[config.mk]
export PLATFORM = sky130hd
export DESIGN_NAME = gauge_needle_position_and_state_unit
export DESIGN_NICKNAME = d
export VERILOG_FILES = /design/src/rtl/gnp_pkg.sv /design/src/rtl/gnp_front.sv /design/src/rtl/gnp_div.sv /design/src/rtl/gauge_needle_position_and_state_unit.sv
export SDC_FILE = /design/constraint.sdc
export NUM_CORES = 2
export LEC_CHECK = 0
export BUFFER_PORTS_ARGS = -buffer_cell sky130_fd_sc_hd__buf_2
export CAP_MARGIN = 25
export CORE_AREA = 2 2 349 351
export CTS_CLUSTER_DIAMETER = 150
export CTS_CLUSTER_SIZE = 16
export DETAILED_ROUTE_END_ITERATION = 10
export DIE_AREA = 0 0 351 353
export PLACE_DENSITY = 0.95
export SLEW_MARGIN = 0
export SYNTH_ARGS = -nofsm -noshare
export SYNTH_HDL_FRONTEND = slang
export SYNTH_SLANG_ARGS = --single-unit
[constraint.sdc]
create_clock -name clk -period 16.8 [get_ports clk]
set_input_delay 2.52 -clock clk [delete_from_list [all_inputs] [get_ports clk]]
set_output_delay 2.52 -clock clk [all_outputs]
set_load 0.01 [all_outputs]
[src/rtl/gnp_pkg.sv]
// ----------------------------------------------------------------------------
// gnp_pkg
// types and codes shared by the gauge needle position and state unit
// ----------------------------------------------------------------------------
`timescale 1ns / 1ps

package gnp_pkg;

	localparam int POS_W  = 10;
	localparam int CFG_IW = 3;
	localparam int CFG_DW = 16;

	// signal kinds
	localparam logic [2:0] KIND_COOLANT  = 3'd0;
	localparam logic [2:0] KIND_BATTERY  = 3'd1;
	localparam logic [2:0] KIND_INJECTOR = 3'd2;
	localparam logic [2:0] KIND_KNOCK    = 3'd3;
	localparam logic [2:0] KIND_FLAGS    = 3'd4;
	localparam logic [2:0] KIND_NO_WARN  = 3'd5;

	// gauge states
	localparam logic [1:0] ST_NORMAL  = 2'd0;
	localparam logic [1:0] ST_WARNING = 2'd1;
	localparam logic [1:0] ST_STALE   = 2'd2;
	localparam logic [1:0] ST_NODATA  = 2'd3;

	// register indexes
	localparam logic [CFG_IW-1:0] REG_COOLANT  = 3'd0;
	localparam logic [CFG_IW-1:0] REG_BATTERY  = 3'd1;
	localparam logic [CFG_IW-1:0] REG_INJECTOR = 3'd2;
	localparam logic [CFG_IW-1:0] REG_KNOCK    = 3'd3;

	// position source
	localparam logic [1:0] SEL_ZERO = 2'd0;
	localparam logic [1:0] SEL_FULL = 2'd1;
	localparam logic [1:0] SEL_DIV  = 2'd2;

	typedef struct packed {
		logic [2:0]         signal_kind;
		logic signed [31:0] value;
		logic signed [31:0] range_min;
		logic signed [31:0] range_max;
		logic               valid_req;
		logic               fresh;
		logic [31:0]        now_ms;
	} in_t;

	typedef struct packed {
		logic [POS_W-1:0] position;
		logic             off_scale;
		logic [1:0]       gauge_state;
	} out_t;

	typedef struct packed {
		logic signed [15:0] coolant_warn_level;
		logic [11:0]        battery_low_level;
		logic [13:0]        injector_duty_warn_level;
		logic [13:0]        knock_warn_level;
	} cfg_t;

	// what travels beside the divide
	typedef struct packed {
		logic [1:0] sel;
		logic       off_scale;
		logic [1:0] gauge_state;
	} side_t;

endpackage

[src/rtl/gnp_front.sv]
// ----------------------------------------------------------------------------
// gnp_front
// five stage front end: range checks, warning state, sweep phase by
// reciprocal multiply, and the dividend and divisor for the divide
// ----------------------------------------------------------------------------
`timescale 1ns / 1ps

module gnp_front #(
	parameter int POSITION_FULL_SCALE = 1000,
	parameter int SWEEP_PERIOD_MS     = 2400
) (
	input  logic                                      clk,
	input  logic                                      arst_n,
	input  gnp_pkg::cfg_t                             cfg,
	input  logic                                      up_valid,
	output logic                                      up_ready,
	input  gnp_pkg::in_t                              up_data,
	output logic                                      dn_valid,
	input  logic                                      dn_ready,
	output logic [32+$clog2(POSITION_FULL_SCALE+1)-1:0] dn_num,
	output logic [31:0]                               dn_den,
	output gnp_pkg::side_t                            dn_side
);

	localparam int QW  = $clog2(POSITION_FULL_SCALE + 1);
	localparam int NW  = 32 + QW;
	localparam int PHW = $clog2(SWEEP_PERIOD_MS);
	localparam logic [63:0] RECIP_W = (64'd1 << 32) / SWEEP_PERIOD_MS;
	localparam logic [31:0] RECIP   = RECIP_W[31:0];
	localparam logic [15:0] PER16   = 16'(SWEEP_PERIOD_MS);
	localparam logic [31:0] PER32   = 32'(SWEEP_PERIOD_MS);
	localparam logic [PHW:0] PER_P  = (PHW+1)'(SWEEP_PERIOD_MS);
	localparam logic [PHW:0] HALF_P = (PHW+1)'(SWEEP_PERIOD_MS / 2);
	localparam logic [31:0] HALF32  = 32'(SWEEP_PERIOD_MS / 2);
	localparam logic [QW-1:0] FS    = QW'(POSITION_FULL_SCALE);

	// stage handshake
	logic vld_s1, vld_s2, vld_s3, vld_s4, vld_s5;
	logic rdy1, rdy2, rdy3, rdy4, rdy5;

	assign rdy5     = !vld_s5 || dn_ready;
	assign rdy4     = !vld_s4 || rdy5;
	assign rdy3     = !vld_s3 || rdy4;
	assign rdy2     = !vld_s2 || rdy3;
	assign rdy1     = !vld_s1 || rdy2;
	assign up_ready = rdy1;
	assign dn_valid = vld_s5;

	always_ff @(posedge clk or negedge arst_n) begin
		if (!arst_n) begin
			vld_s1 <= 1'b0;
			vld_s2 <= 1'b0;
			vld_s3 <= 1'b0;
			vld_s4 <= 1'b0;
			vld_s5 <= 1'b0;
		end else begin
			if (rdy1) vld_s1 <= up_valid;
			if (rdy2) vld_s2 <= vld_s1;
			if (rdy3) vld_s3 <= vld_s2;
			if (rdy4) vld_s4 <= vld_s3;
			if (rdy5) vld_s5 <= vld_s4;
		end
	end

	// stage 1: compares, state, reciprocal product
	logic signed [31:0] v, lo, hi;
	logic               warn;
	gnp_pkg::side_t     side_c;
	logic               sweep_c;
	logic [63:0]        rprod;

	always_comb begin
		v     = $signed(up_data.value);
		lo    = $signed(up_data.range_min);
		hi    = $signed(up_data.range_max);
		rprod = up_data.now_ms * RECIP;

		unique case (up_data.signal_kind)
			gnp_pkg::KIND_COOLANT:  warn = v >= $signed({{16{cfg.coolant_warn_level[15]}},
			                                            cfg.coolant_warn_level});
			gnp_pkg::KIND_BATTERY:  warn = v <= $signed({20'd0, cfg.battery_low_level});
			gnp_pkg::KIND_INJECTOR: warn = v >= $signed({18'd0, cfg.injector_duty_warn_level});
			gnp_pkg::KIND_KNOCK:    warn = v >= $signed({18'd0, cfg.knock_warn_level});
			gnp_pkg::KIND_FLAGS:    warn = v != 32'sd0;
			default:                warn = 1'b0;
		endcase

		sweep_c          = 1'b0;
		side_c.off_scale = 1'b0;
		side_c.sel       = gnp_pkg::SEL_ZERO;
		if (up_data.signal_kind > gnp_pkg::KIND_NO_WARN) begin
			side_c.gauge_state = gnp_pkg::ST_NODATA;
		end else if (!up_data.valid_req) begin
			side_c.gauge_state = gnp_pkg::ST_NODATA;
			side_c.sel         = gnp_pkg::SEL_DIV;
			sweep_c            = 1'b1;
		end else begin
			priority if (!up_data.fresh) side_c.gauge_state = gnp_pkg::ST_STALE;
			else if (warn)               side_c.gauge_state = gnp_pkg::ST_WARNING;
			else                         side_c.gauge_state = gnp_pkg::ST_NORMAL;

			priority if (hi <= lo) begin
				side_c.sel = gnp_pkg::SEL_ZERO;
			end else if (v <= lo) begin
				side_c.sel       = gnp_pkg::SEL_ZERO;
				side_c.off_scale = v < lo;
			end else if (v >= hi) begin
				side_c.sel       = gnp_pkg::SEL_FULL;
				side_c.off_scale = v > hi;
			end else begin
				side_c.sel = gnp_pkg::SEL_DIV;
			end
		end
	end

	gnp_pkg::side_t side_s1, side_s2, side_s3, side_s4;
	logic           sweep_s1, sweep_s2, sweep_s3;
	logic [31:0]    span_s1, span_s2, span_s3;
	logic [31:0]    offset_s1, offset_s2, offset_s3;
	logic [31:0]    qest_s1;
	logic [31:0]    now_s1, now_s2;
	logic [31:0]    qp_s2;
	logic [PHW-1:0] phase_s3;
	logic [31:0]    numb_s4, den_s4;

	always_ff @(posedge clk) begin
		if (rdy1) begin
			side_s1   <= side_c;
			sweep_s1  <= sweep_c;
			span_s1   <= up_data.range_max - up_data.range_min;
			offset_s1 <= up_data.value - up_data.range_min;
			qest_s1   <= rprod[63:32];
			now_s1    <= up_data.now_ms;
		end
	end

	// stage 2: quotient estimate times period
	logic [47:0] qp_full;
	assign qp_full = qest_s1 * PER16;

	always_ff @(posedge clk) begin
		if (rdy2) begin
			side_s2   <= side_s1;
			sweep_s2  <= sweep_s1;
			span_s2   <= span_s1;
			offset_s2 <= offset_s1;
			now_s2    <= now_s1;
			qp_s2     <= qp_full[31:0];
		end
	end

	// stage 3: remainder is below twice the period, one correction
	logic [31:0] rem_c, phase_c;
	always_comb begin
		rem_c   = now_s2 - qp_s2;
		phase_c = (rem_c >= PER32) ? rem_c - PER32 : rem_c;
	end

	always_ff @(posedge clk) begin
		if (rdy3) begin
			side_s3   <= side_s2;
			sweep_s3  <= sweep_s2;
			span_s3   <= span_s2;
			offset_s3 <= offset_s2;
			phase_s3  <= phase_c[PHW-1:0];
		end
	end

	// stage 4: triangle distance, capped at half so the quotient stays in range
	logic [PHW:0] dist_c;
	always_comb begin
		if ({1'b0, phase_s3} < HALF_P) dist_c = {1'b0, phase_s3};
		else                           dist_c = PER_P - {1'b0, phase_s3};
		if (dist_c > HALF_P) dist_c = HALF_P;
	end

	always_ff @(posedge clk) begin
		if (rdy4) begin
			side_s4  <= side_s3;
			numb_s4  <= sweep_s3 ? 32'(dist_c) : offset_s3;
			den_s4   <= sweep_s3 ? HALF32 : span_s3;
		end
	end

	// stage 5: dividend = base times full scale
	logic [31+QW:0] num_full;
	assign num_full = numb_s4 * FS;

	always_ff @(posedge clk) begin
		if (rdy5) begin
			dn_side <= side_s4;
			dn_den  <= den_s4;
			dn_num  <= num_full[NW-1:0];
		end
	end

endmodule

[src/rtl/gnp_div.sv]
// ----------------------------------------------------------------------------
// gnp_div
// pipelined restoring divider, one quotient bit per stage
// ----------------------------------------------------------------------------
`timescale 1ns / 1ps

module gnp_div #(
	parameter int QW = 10
) (
	input  logic             clk,
	input  logic             arst_n,
	input  logic             up_valid,
	output logic             up_ready,
	input  logic [32+QW-1:0] up_num,
	input  logic [31:0]      up_den,
	input  gnp_pkg::side_t   up_side,
	output logic             dn_valid,
	input  logic             dn_ready,
	output logic [QW-1:0]    dn_quot,
	output gnp_pkg::side_t   dn_side
);

	localparam int NW = 32 + QW;

	logic           vld_s  [QW];
	logic [QW:0]    rdy;
	logic [31:0]    rem_s  [QW];
	logic [QW-1:0]  word_s [QW];
	logic [31:0]    den_s  [QW];
	gnp_pkg::side_t side_s [QW];

	assign rdy[QW]   = dn_ready;
	assign up_ready  = rdy[0];
	assign dn_valid  = vld_s[QW-1];
	assign dn_quot   = word_s[QW-1];
	assign dn_side   = side_s[QW-1];

	for (genvar k = 0; k < QW; k++) begin : g_stg
		logic [31:0]    rem_i;
		logic [QW-1:0]  word_i;
		logic [31:0]    den_i;
		gnp_pkg::side_t side_i;
		logic           vld_i;
		logic [32:0]    trial;
		logic           take;

		if (k == 0) begin : g_first
			// high part is below the divisor since the quotient fits QW bits
			assign rem_i  = up_num[NW-1:QW];
			assign word_i = up_num[QW-1:0];
			assign den_i  = up_den;
			assign side_i = up_side;
			assign vld_i  = up_valid;
		end else begin : g_next
			assign rem_i  = rem_s[k-1];
			assign word_i = word_s[k-1];
			assign den_i  = den_s[k-1];
			assign side_i = side_s[k-1];
			assign vld_i  = vld_s[k-1];
		end

		assign trial  = {rem_i, word_i[QW-1]};
		assign take   = trial >= {1'b0, den_i};
		assign rdy[k] = !vld_s[k] || rdy[k+1];

		always_ff @(posedge clk or negedge arst_n) begin
			if (!arst_n) begin
				vld_s[k] <= 1'b0;
			end else if (rdy[k]) begin
				vld_s[k] <= vld_i;
			end
		end

		always_ff @(posedge clk) begin
			if (rdy[k]) begin
				rem_s[k]  <= take ? 32'(trial - {1'b0, den_i}) : trial[31:0];
				word_s[k] <= {word_i[QW-2:0], take};
				den_s[k]  <= den_i;
				side_s[k] <= side_i;
			end
		end
	end

endmodule

[src/rtl/gauge_needle_position_and_state_unit.sv]
// ----------------------------------------------------------------------------
// gauge needle position and state unit
// path: the front end stages, one divider stage per quotient bit, then the output register
// throughput: one reading per cycle while the output is not stalled, set by the one-bit-per-stage divider
// every stage has its own valid, so bubbles close up under a stalled output
// reset clears all valids and loads the warning thresholds with their defaults
// ----------------------------------------------------------------------------
`timescale 1ns / 1ps

module gauge_needle_position_and_state_unit #(
	parameter int POSITION_FULL_SCALE = 1000,
	parameter int SWEEP_PERIOD_MS     = 2400
) (
	input  logic                        clk,
	input  logic                        arst_n,
	input  logic                        cfg_we,
	input  logic [gnp_pkg::CFG_IW-1:0]  cfg_index,
	input  logic [gnp_pkg::CFG_DW-1:0]  cfg_data,
	input  logic                        reading_valid,
	output logic                        reading_ready,
	input  gnp_pkg::in_t                reading,
	output logic                        needle_valid,
	input  logic                        needle_ready,
	output gnp_pkg::out_t               needle
);

	localparam int QW = $clog2(POSITION_FULL_SCALE + 1);
	localparam logic [QW-1:0] FS = QW'(POSITION_FULL_SCALE);

	// threshold registers
	gnp_pkg::cfg_t cfg_q;

	always_ff @(posedge clk or negedge arst_n) begin
		if (!arst_n) begin
			cfg_q.coolant_warn_level       <= 16'sd10500;
			cfg_q.battery_low_level        <= 12'd1150;
			cfg_q.injector_duty_warn_level <= 14'd8500;
			cfg_q.knock_warn_level         <= 14'd300;
		end else if (cfg_we) begin
			unique case (cfg_index)
				gnp_pkg::REG_COOLANT:  cfg_q.coolant_warn_level       <= $signed(cfg_data);
				gnp_pkg::REG_BATTERY:  cfg_q.battery_low_level        <= cfg_data[11:0];
				gnp_pkg::REG_INJECTOR: cfg_q.injector_duty_warn_level <= cfg_data[13:0];
				gnp_pkg::REG_KNOCK:    cfg_q.knock_warn_level         <= cfg_data[13:0];
				default: ;
			endcase
		end
	end

	logic               fr_valid, fr_ready;
	logic [32+QW-1:0]   fr_num;
	logic [31:0]        fr_den;
	gnp_pkg::side_t     fr_side;

	gnp_front #(
		.POSITION_FULL_SCALE (POSITION_FULL_SCALE),
		.SWEEP_PERIOD_MS     (SWEEP_PERIOD_MS)
	) u_front (
		.clk      (clk),
		.arst_n   (arst_n),
		.cfg      (cfg_q),
		.up_valid (reading_valid),
		.up_ready (reading_ready),
		.up_data  (reading),
		.dn_valid (fr_valid),
		.dn_ready (fr_ready),
		.dn_num   (fr_num),
		.dn_den   (fr_den),
		.dn_side  (fr_side)
	);

	logic           dv_valid, dv_ready;
	logic [QW-1:0]  dv_quot;
	gnp_pkg::side_t dv_side;

	gnp_div #(
		.QW (QW)
	) u_div (
		.clk      (clk),
		.arst_n   (arst_n),
		.up_valid (fr_valid),
		.up_ready (fr_ready),
		.up_num   (fr_num),
		.up_den   (fr_den),
		.up_side  (fr_side),
		.dn_valid (dv_valid),
		.dn_ready (dv_ready),
		.dn_quot  (dv_quot),
		.dn_side  (dv_side)
	);

	// output register with final position select
	logic          out_vld_q;
	gnp_pkg::out_t out_q;
	gnp_pkg::out_t out_d;
	logic [QW-1:0] pos_c;

	always_comb begin
		unique case (dv_side.sel)
			gnp_pkg::SEL_FULL: pos_c = FS;
			gnp_pkg::SEL_DIV:  pos_c = dv_quot;
			default:           pos_c = '0;
		endcase
		out_d.position    = gnp_pkg::POS_W'(pos_c);
		out_d.off_scale   = dv_side.off_scale;
		out_d.gauge_state = dv_side.gauge_state;
	end

	assign dv_ready = !out_vld_q || needle_ready;

	always_ff @(posedge clk or negedge arst_n) begin
		if (!arst_n) begin
			out_vld_q <= 1'b0;
		end else if (dv_ready) begin
			out_vld_q <= dv_valid;
		end
	end

	always_ff @(posedge clk) begin
		if (dv_ready) begin
			out_q <= out_d;
		end
	end

	assign needle_valid = out_vld_q;
	assign needle       = out_q;

endmodule

==> implementation parameters <==
Parameter                              Value

Run status
  Run status ... finished clean

Layout
  Fillcell total ... 7684
  Commonest cells after routing, fill and taps aside ... 1194 x edfxtp_1, 964 x inv_1, 917 x ha_1, 468 x a21oi_1, 380 x o21ai_0
  Final core occ ... 0.7270
  Most common cell after layout, fill and taps aside ... edfxtp_1
  Number of nets in the layout ... 8758
  Fraction of final layout cells sized beyond drive strength 1 ... 0.06678
  Area added between synthesis and finish ... 6.552%

Routing
  Mean number of vias per cell ... 6.088
  Antenna violation net count after detailed routing ... 0
  Total vias in the final route ... 54680
  Wire per inst ... 20.27 um
  Drc violations ... 0
  Pre-Repair DR Iteration Count ... 6
  Iteration-0 DRC Markers ... 4189
  DRT Wirelength ... 182.1 mm

Timing
  RSZ-0062 raised after global routing ... false
  Final hold viol count ... 0
  Post-layout minimum cycle time ... 8.942 ns
  Setup violation total in the final timing report ... 0
  Clock skew ... 0.02727 ns
  Final count of pins violating max slew ... 0
  Final hold slack ... 0.4043 ns
  Post-route clock period utilization ... 0.5323
  Maximum achievable frequency ... 0.1118 GHz
  Summed negative setup slack over all endpoints ... 0 ns
  Transition at the pin with the smallest max-transition slack ... 1.067 ns
  Max-Slew Margin vs Limit ... 0.2884

Floorplanning
  Die X ... 351 um
  Rows ... 128
  CORE AREA ... 120600 um^2
  I/O pin total ... 172
  Die outline area ... 123900 um^2
  Die span in y ... 353 um
  Initial Utilization ... 0.6823

Setup path
  Depth of the worst register-to-register path ... 17
  CP Depth ... 22
  Data arrival, critical path ... 9.37 ns
  Kind of capture point of the worst setup path ... flop
  Type of element launching the critical path ... input pin
  Dominant cell type by count on the critical path ... fa_1
  Reg2Reg Launch Point ... u_front.numb_s4[1]
  Capturing instance or port of the critical path ... u_front.qest_s1[20]
  Flop2flop setup slack ... 10.32 ns
  Capturing point of the worst reg2reg path ... u_front.dn_num[37]
  Cell type group with the largest total delay on the critical path ... adder cells
  Combined buffer and inverter count along the critical path ... 3
  Largest fanout on the critical path ... 6
  Crit path cell chain ... buf_2 > inv_1 > fa_1 > fa_1 > fa_1 > inv_1 > fa_1 > fa_1 > fa_1 > ha_1 > ha_1 > nand3_1 > nor4_1 > o21ai_0 > o211ai_1 > or3b_1 > o211ai_1 > a221o_1 > o21ba_2 > a41oi_2 > o21ba_2 > xnor2_1
  Worst setup startpoint ... reading[18]
  Path type of the worst setup path ... input pin to flop
  Critical Path Max Stage Delay ... 0.61 ns
  Data required, critical path ... 17.23 ns
  Max stage delay cell, worst path ... fa_1

Clocking
  Number of gates resized after CTS ... 0
  Deepest level of the CTS H-tree ... 3
  Clock root buffer master ... clkbuf_16
  Number of clock buffers inserted by TritonCTS ... 89
  Clock latency on the worst-skew pair ... 0.68 ns
  Clock buffer depth ... 3
  Hold-fix buffers, CTS ... 0
  Sinks on the clock net ... 1266
  Post-CTS setup buffer count ... 0
  Clock tree from TritonCTS ... yes
  Clock transition at path regs ... 0.07 ns

Global route
  Overflow after GRT ... 0
  Number of global-route vias before repair ... 55870
  Met2 global-route usage ... 0.5240
  Total track usage ... 0.2955
  Met3 Track Usage GR ... 0.03592
  GRT Max-Usage Layer ... met2
  Largest net degree at the start of global routing ... 85
  Antenna violations before repair ... 8
  Global-route wire length before repair ... 289.5 mm
  Met1 Use GR ... 0.3561

Yosys
  Proportion of synthesized chip area in sequential cells ... 0.4579
  Fraction of registers with async set/reset ... 0.05687
  Post-synthesis instance area ... 82280 um^2
  Predominant post-synthesis flop cell ... edfxtp_1
  Cell count after synthesis ... 7115
  Seq cells post-synth ... 1266
  Number of warnings printed during yosys synthesis ... 0
  Library cells used by synthesis ... 107
  Number of enable-type register cells in the synthesized netlist ... 1194
  Syn Area/Cell ... 11.56 um^2
  Net Count, Synth ... 8562

Placement
  # port buffers ... 171
  Final GP Congestion ... 1.018
  Estimated wirelength of the detail-placed design ... 141.7 mm

Worst hold path
  Hold crit path type ... flop to flop

Run
  Max-cap violation count ... 0
-- registers in the layout, indices dropped and copies added (netlist names), 9 cells and up --
register and cells:
u_div.den_s 288, u_div.rem_s 288, u_div.word_s 76, cfg_q 56, u_div.side_s 50, u_front.dn_num 39
u_front.den_s4 32, u_front.dn_den 32, u_front.now_s1 32, u_front.now_s2 32, u_front.numb_s4 32, u_front.offset_s1 32
u_front.offset_s2 32, u_front.offset_s3 32, u_front.span_s1 32, u_front.span_s2 32, u_front.span_s3 32, u_front.qp_s2 27
u_front.qest_s1 21, needle 13, u_front.phase_s3 12, u_div.g_stg.vld_i 9
-- metal layers --
metal  vias to the layer above  part of all wire  wire length, um
met5                         -           0.00042               76
met4                        12             0.055            10040
met3                       553             0.051             9274
met2                      2046              0.51            92560
met1                     26390              0.39            70160
li1                      25680                 -                -
-- stage by stage --
| step | setup slack [ns] | instances | instance area (um^2) |
|---|---|---|---|
| 2_1_floorplan | 4.231 | 7115 | 82280 |
| 3_3_place_gp | 7.254 | 8840 | 85090 |
| 3_5_place_dp | 7.202 | 8841 | 85100 |
| 4_1_cts | 7.916 | 8974 | 87570 |
| 5_1_grt | 7.610 | 8980 | 87670 |
| 6_report | 7.858 | 8982 | 87670 |
-- synthesized netlist by cell type (all sizes together), types with 124 or more instances --
cell    instances  area (um^2)
xnor2         245         2153
fa            373         7467
ha            917        11470
nor2          362         1359
nor2b         124        775.7
a21oi         477         2425
edfxtp       1194        35850
o21ai         399         2019
xor2          163         1428
inv           970         3641
nand2         376         1411
a21o          236         1772
-- area by class of cell --
type / count / area, um^2 / area share
clock buffers: 130 / 2424 / 0.02764
repair buffers: 202 / 1162 / 0.01326
well taps: 1625 / 2033 / 0.02319
diodes: 4 / 10.01 / 0.0001142
flip-flops and latches: 1266 / 37680 / 0.4298
clock inverters: 3 / 45.04 / 0.0005138
inverters: 970 / 3641 / 0.04153
multi-input cells: 4782 / 40680 / 0.4640
-- cell families (layout without fill, tap and decap cells) --
group	Yosys count	count (layout)	share of synthesized area
other cells	0	4	0
mux	92	92	0.01242
simple gates	1413	1413	0.08395
compound gates	1579	1579	0.1223
xor+xnor	408	408	0.04352
flops	1266	1266	0.4579
fa+ha+maj	1290	1290	0.2302
buf+inv	1067	1305	0.04962
-- how the worst min path moves through the flow --
stage / from / end / slack, ns / cells after the start
after global routing: u_div.word_s[3][7] / u_div.word_s[4][8] / 0.41 / 0
after CTS: u_div.word_s[0][4] / u_div.word_s[1][5] / 0.40 / 0
after detailed placement: u_front.dn_side[0] / u_div.side_s[0][0] / 0.40 / 0
after global placement: u_front.now_s1[23] / u_front.now_s2[23] / 0.40 / 0
after floorplan: u_div.side_s[9][0] / needle[0] / 0.40 / 0
final: u_front.offset_s2[26] / u_front.offset_s3[26] / 0.40 / 0
Power is left out: the tool's default activity adds up to more than one toggle a clock period on the data nets, which glitch-free logic cannot reach.
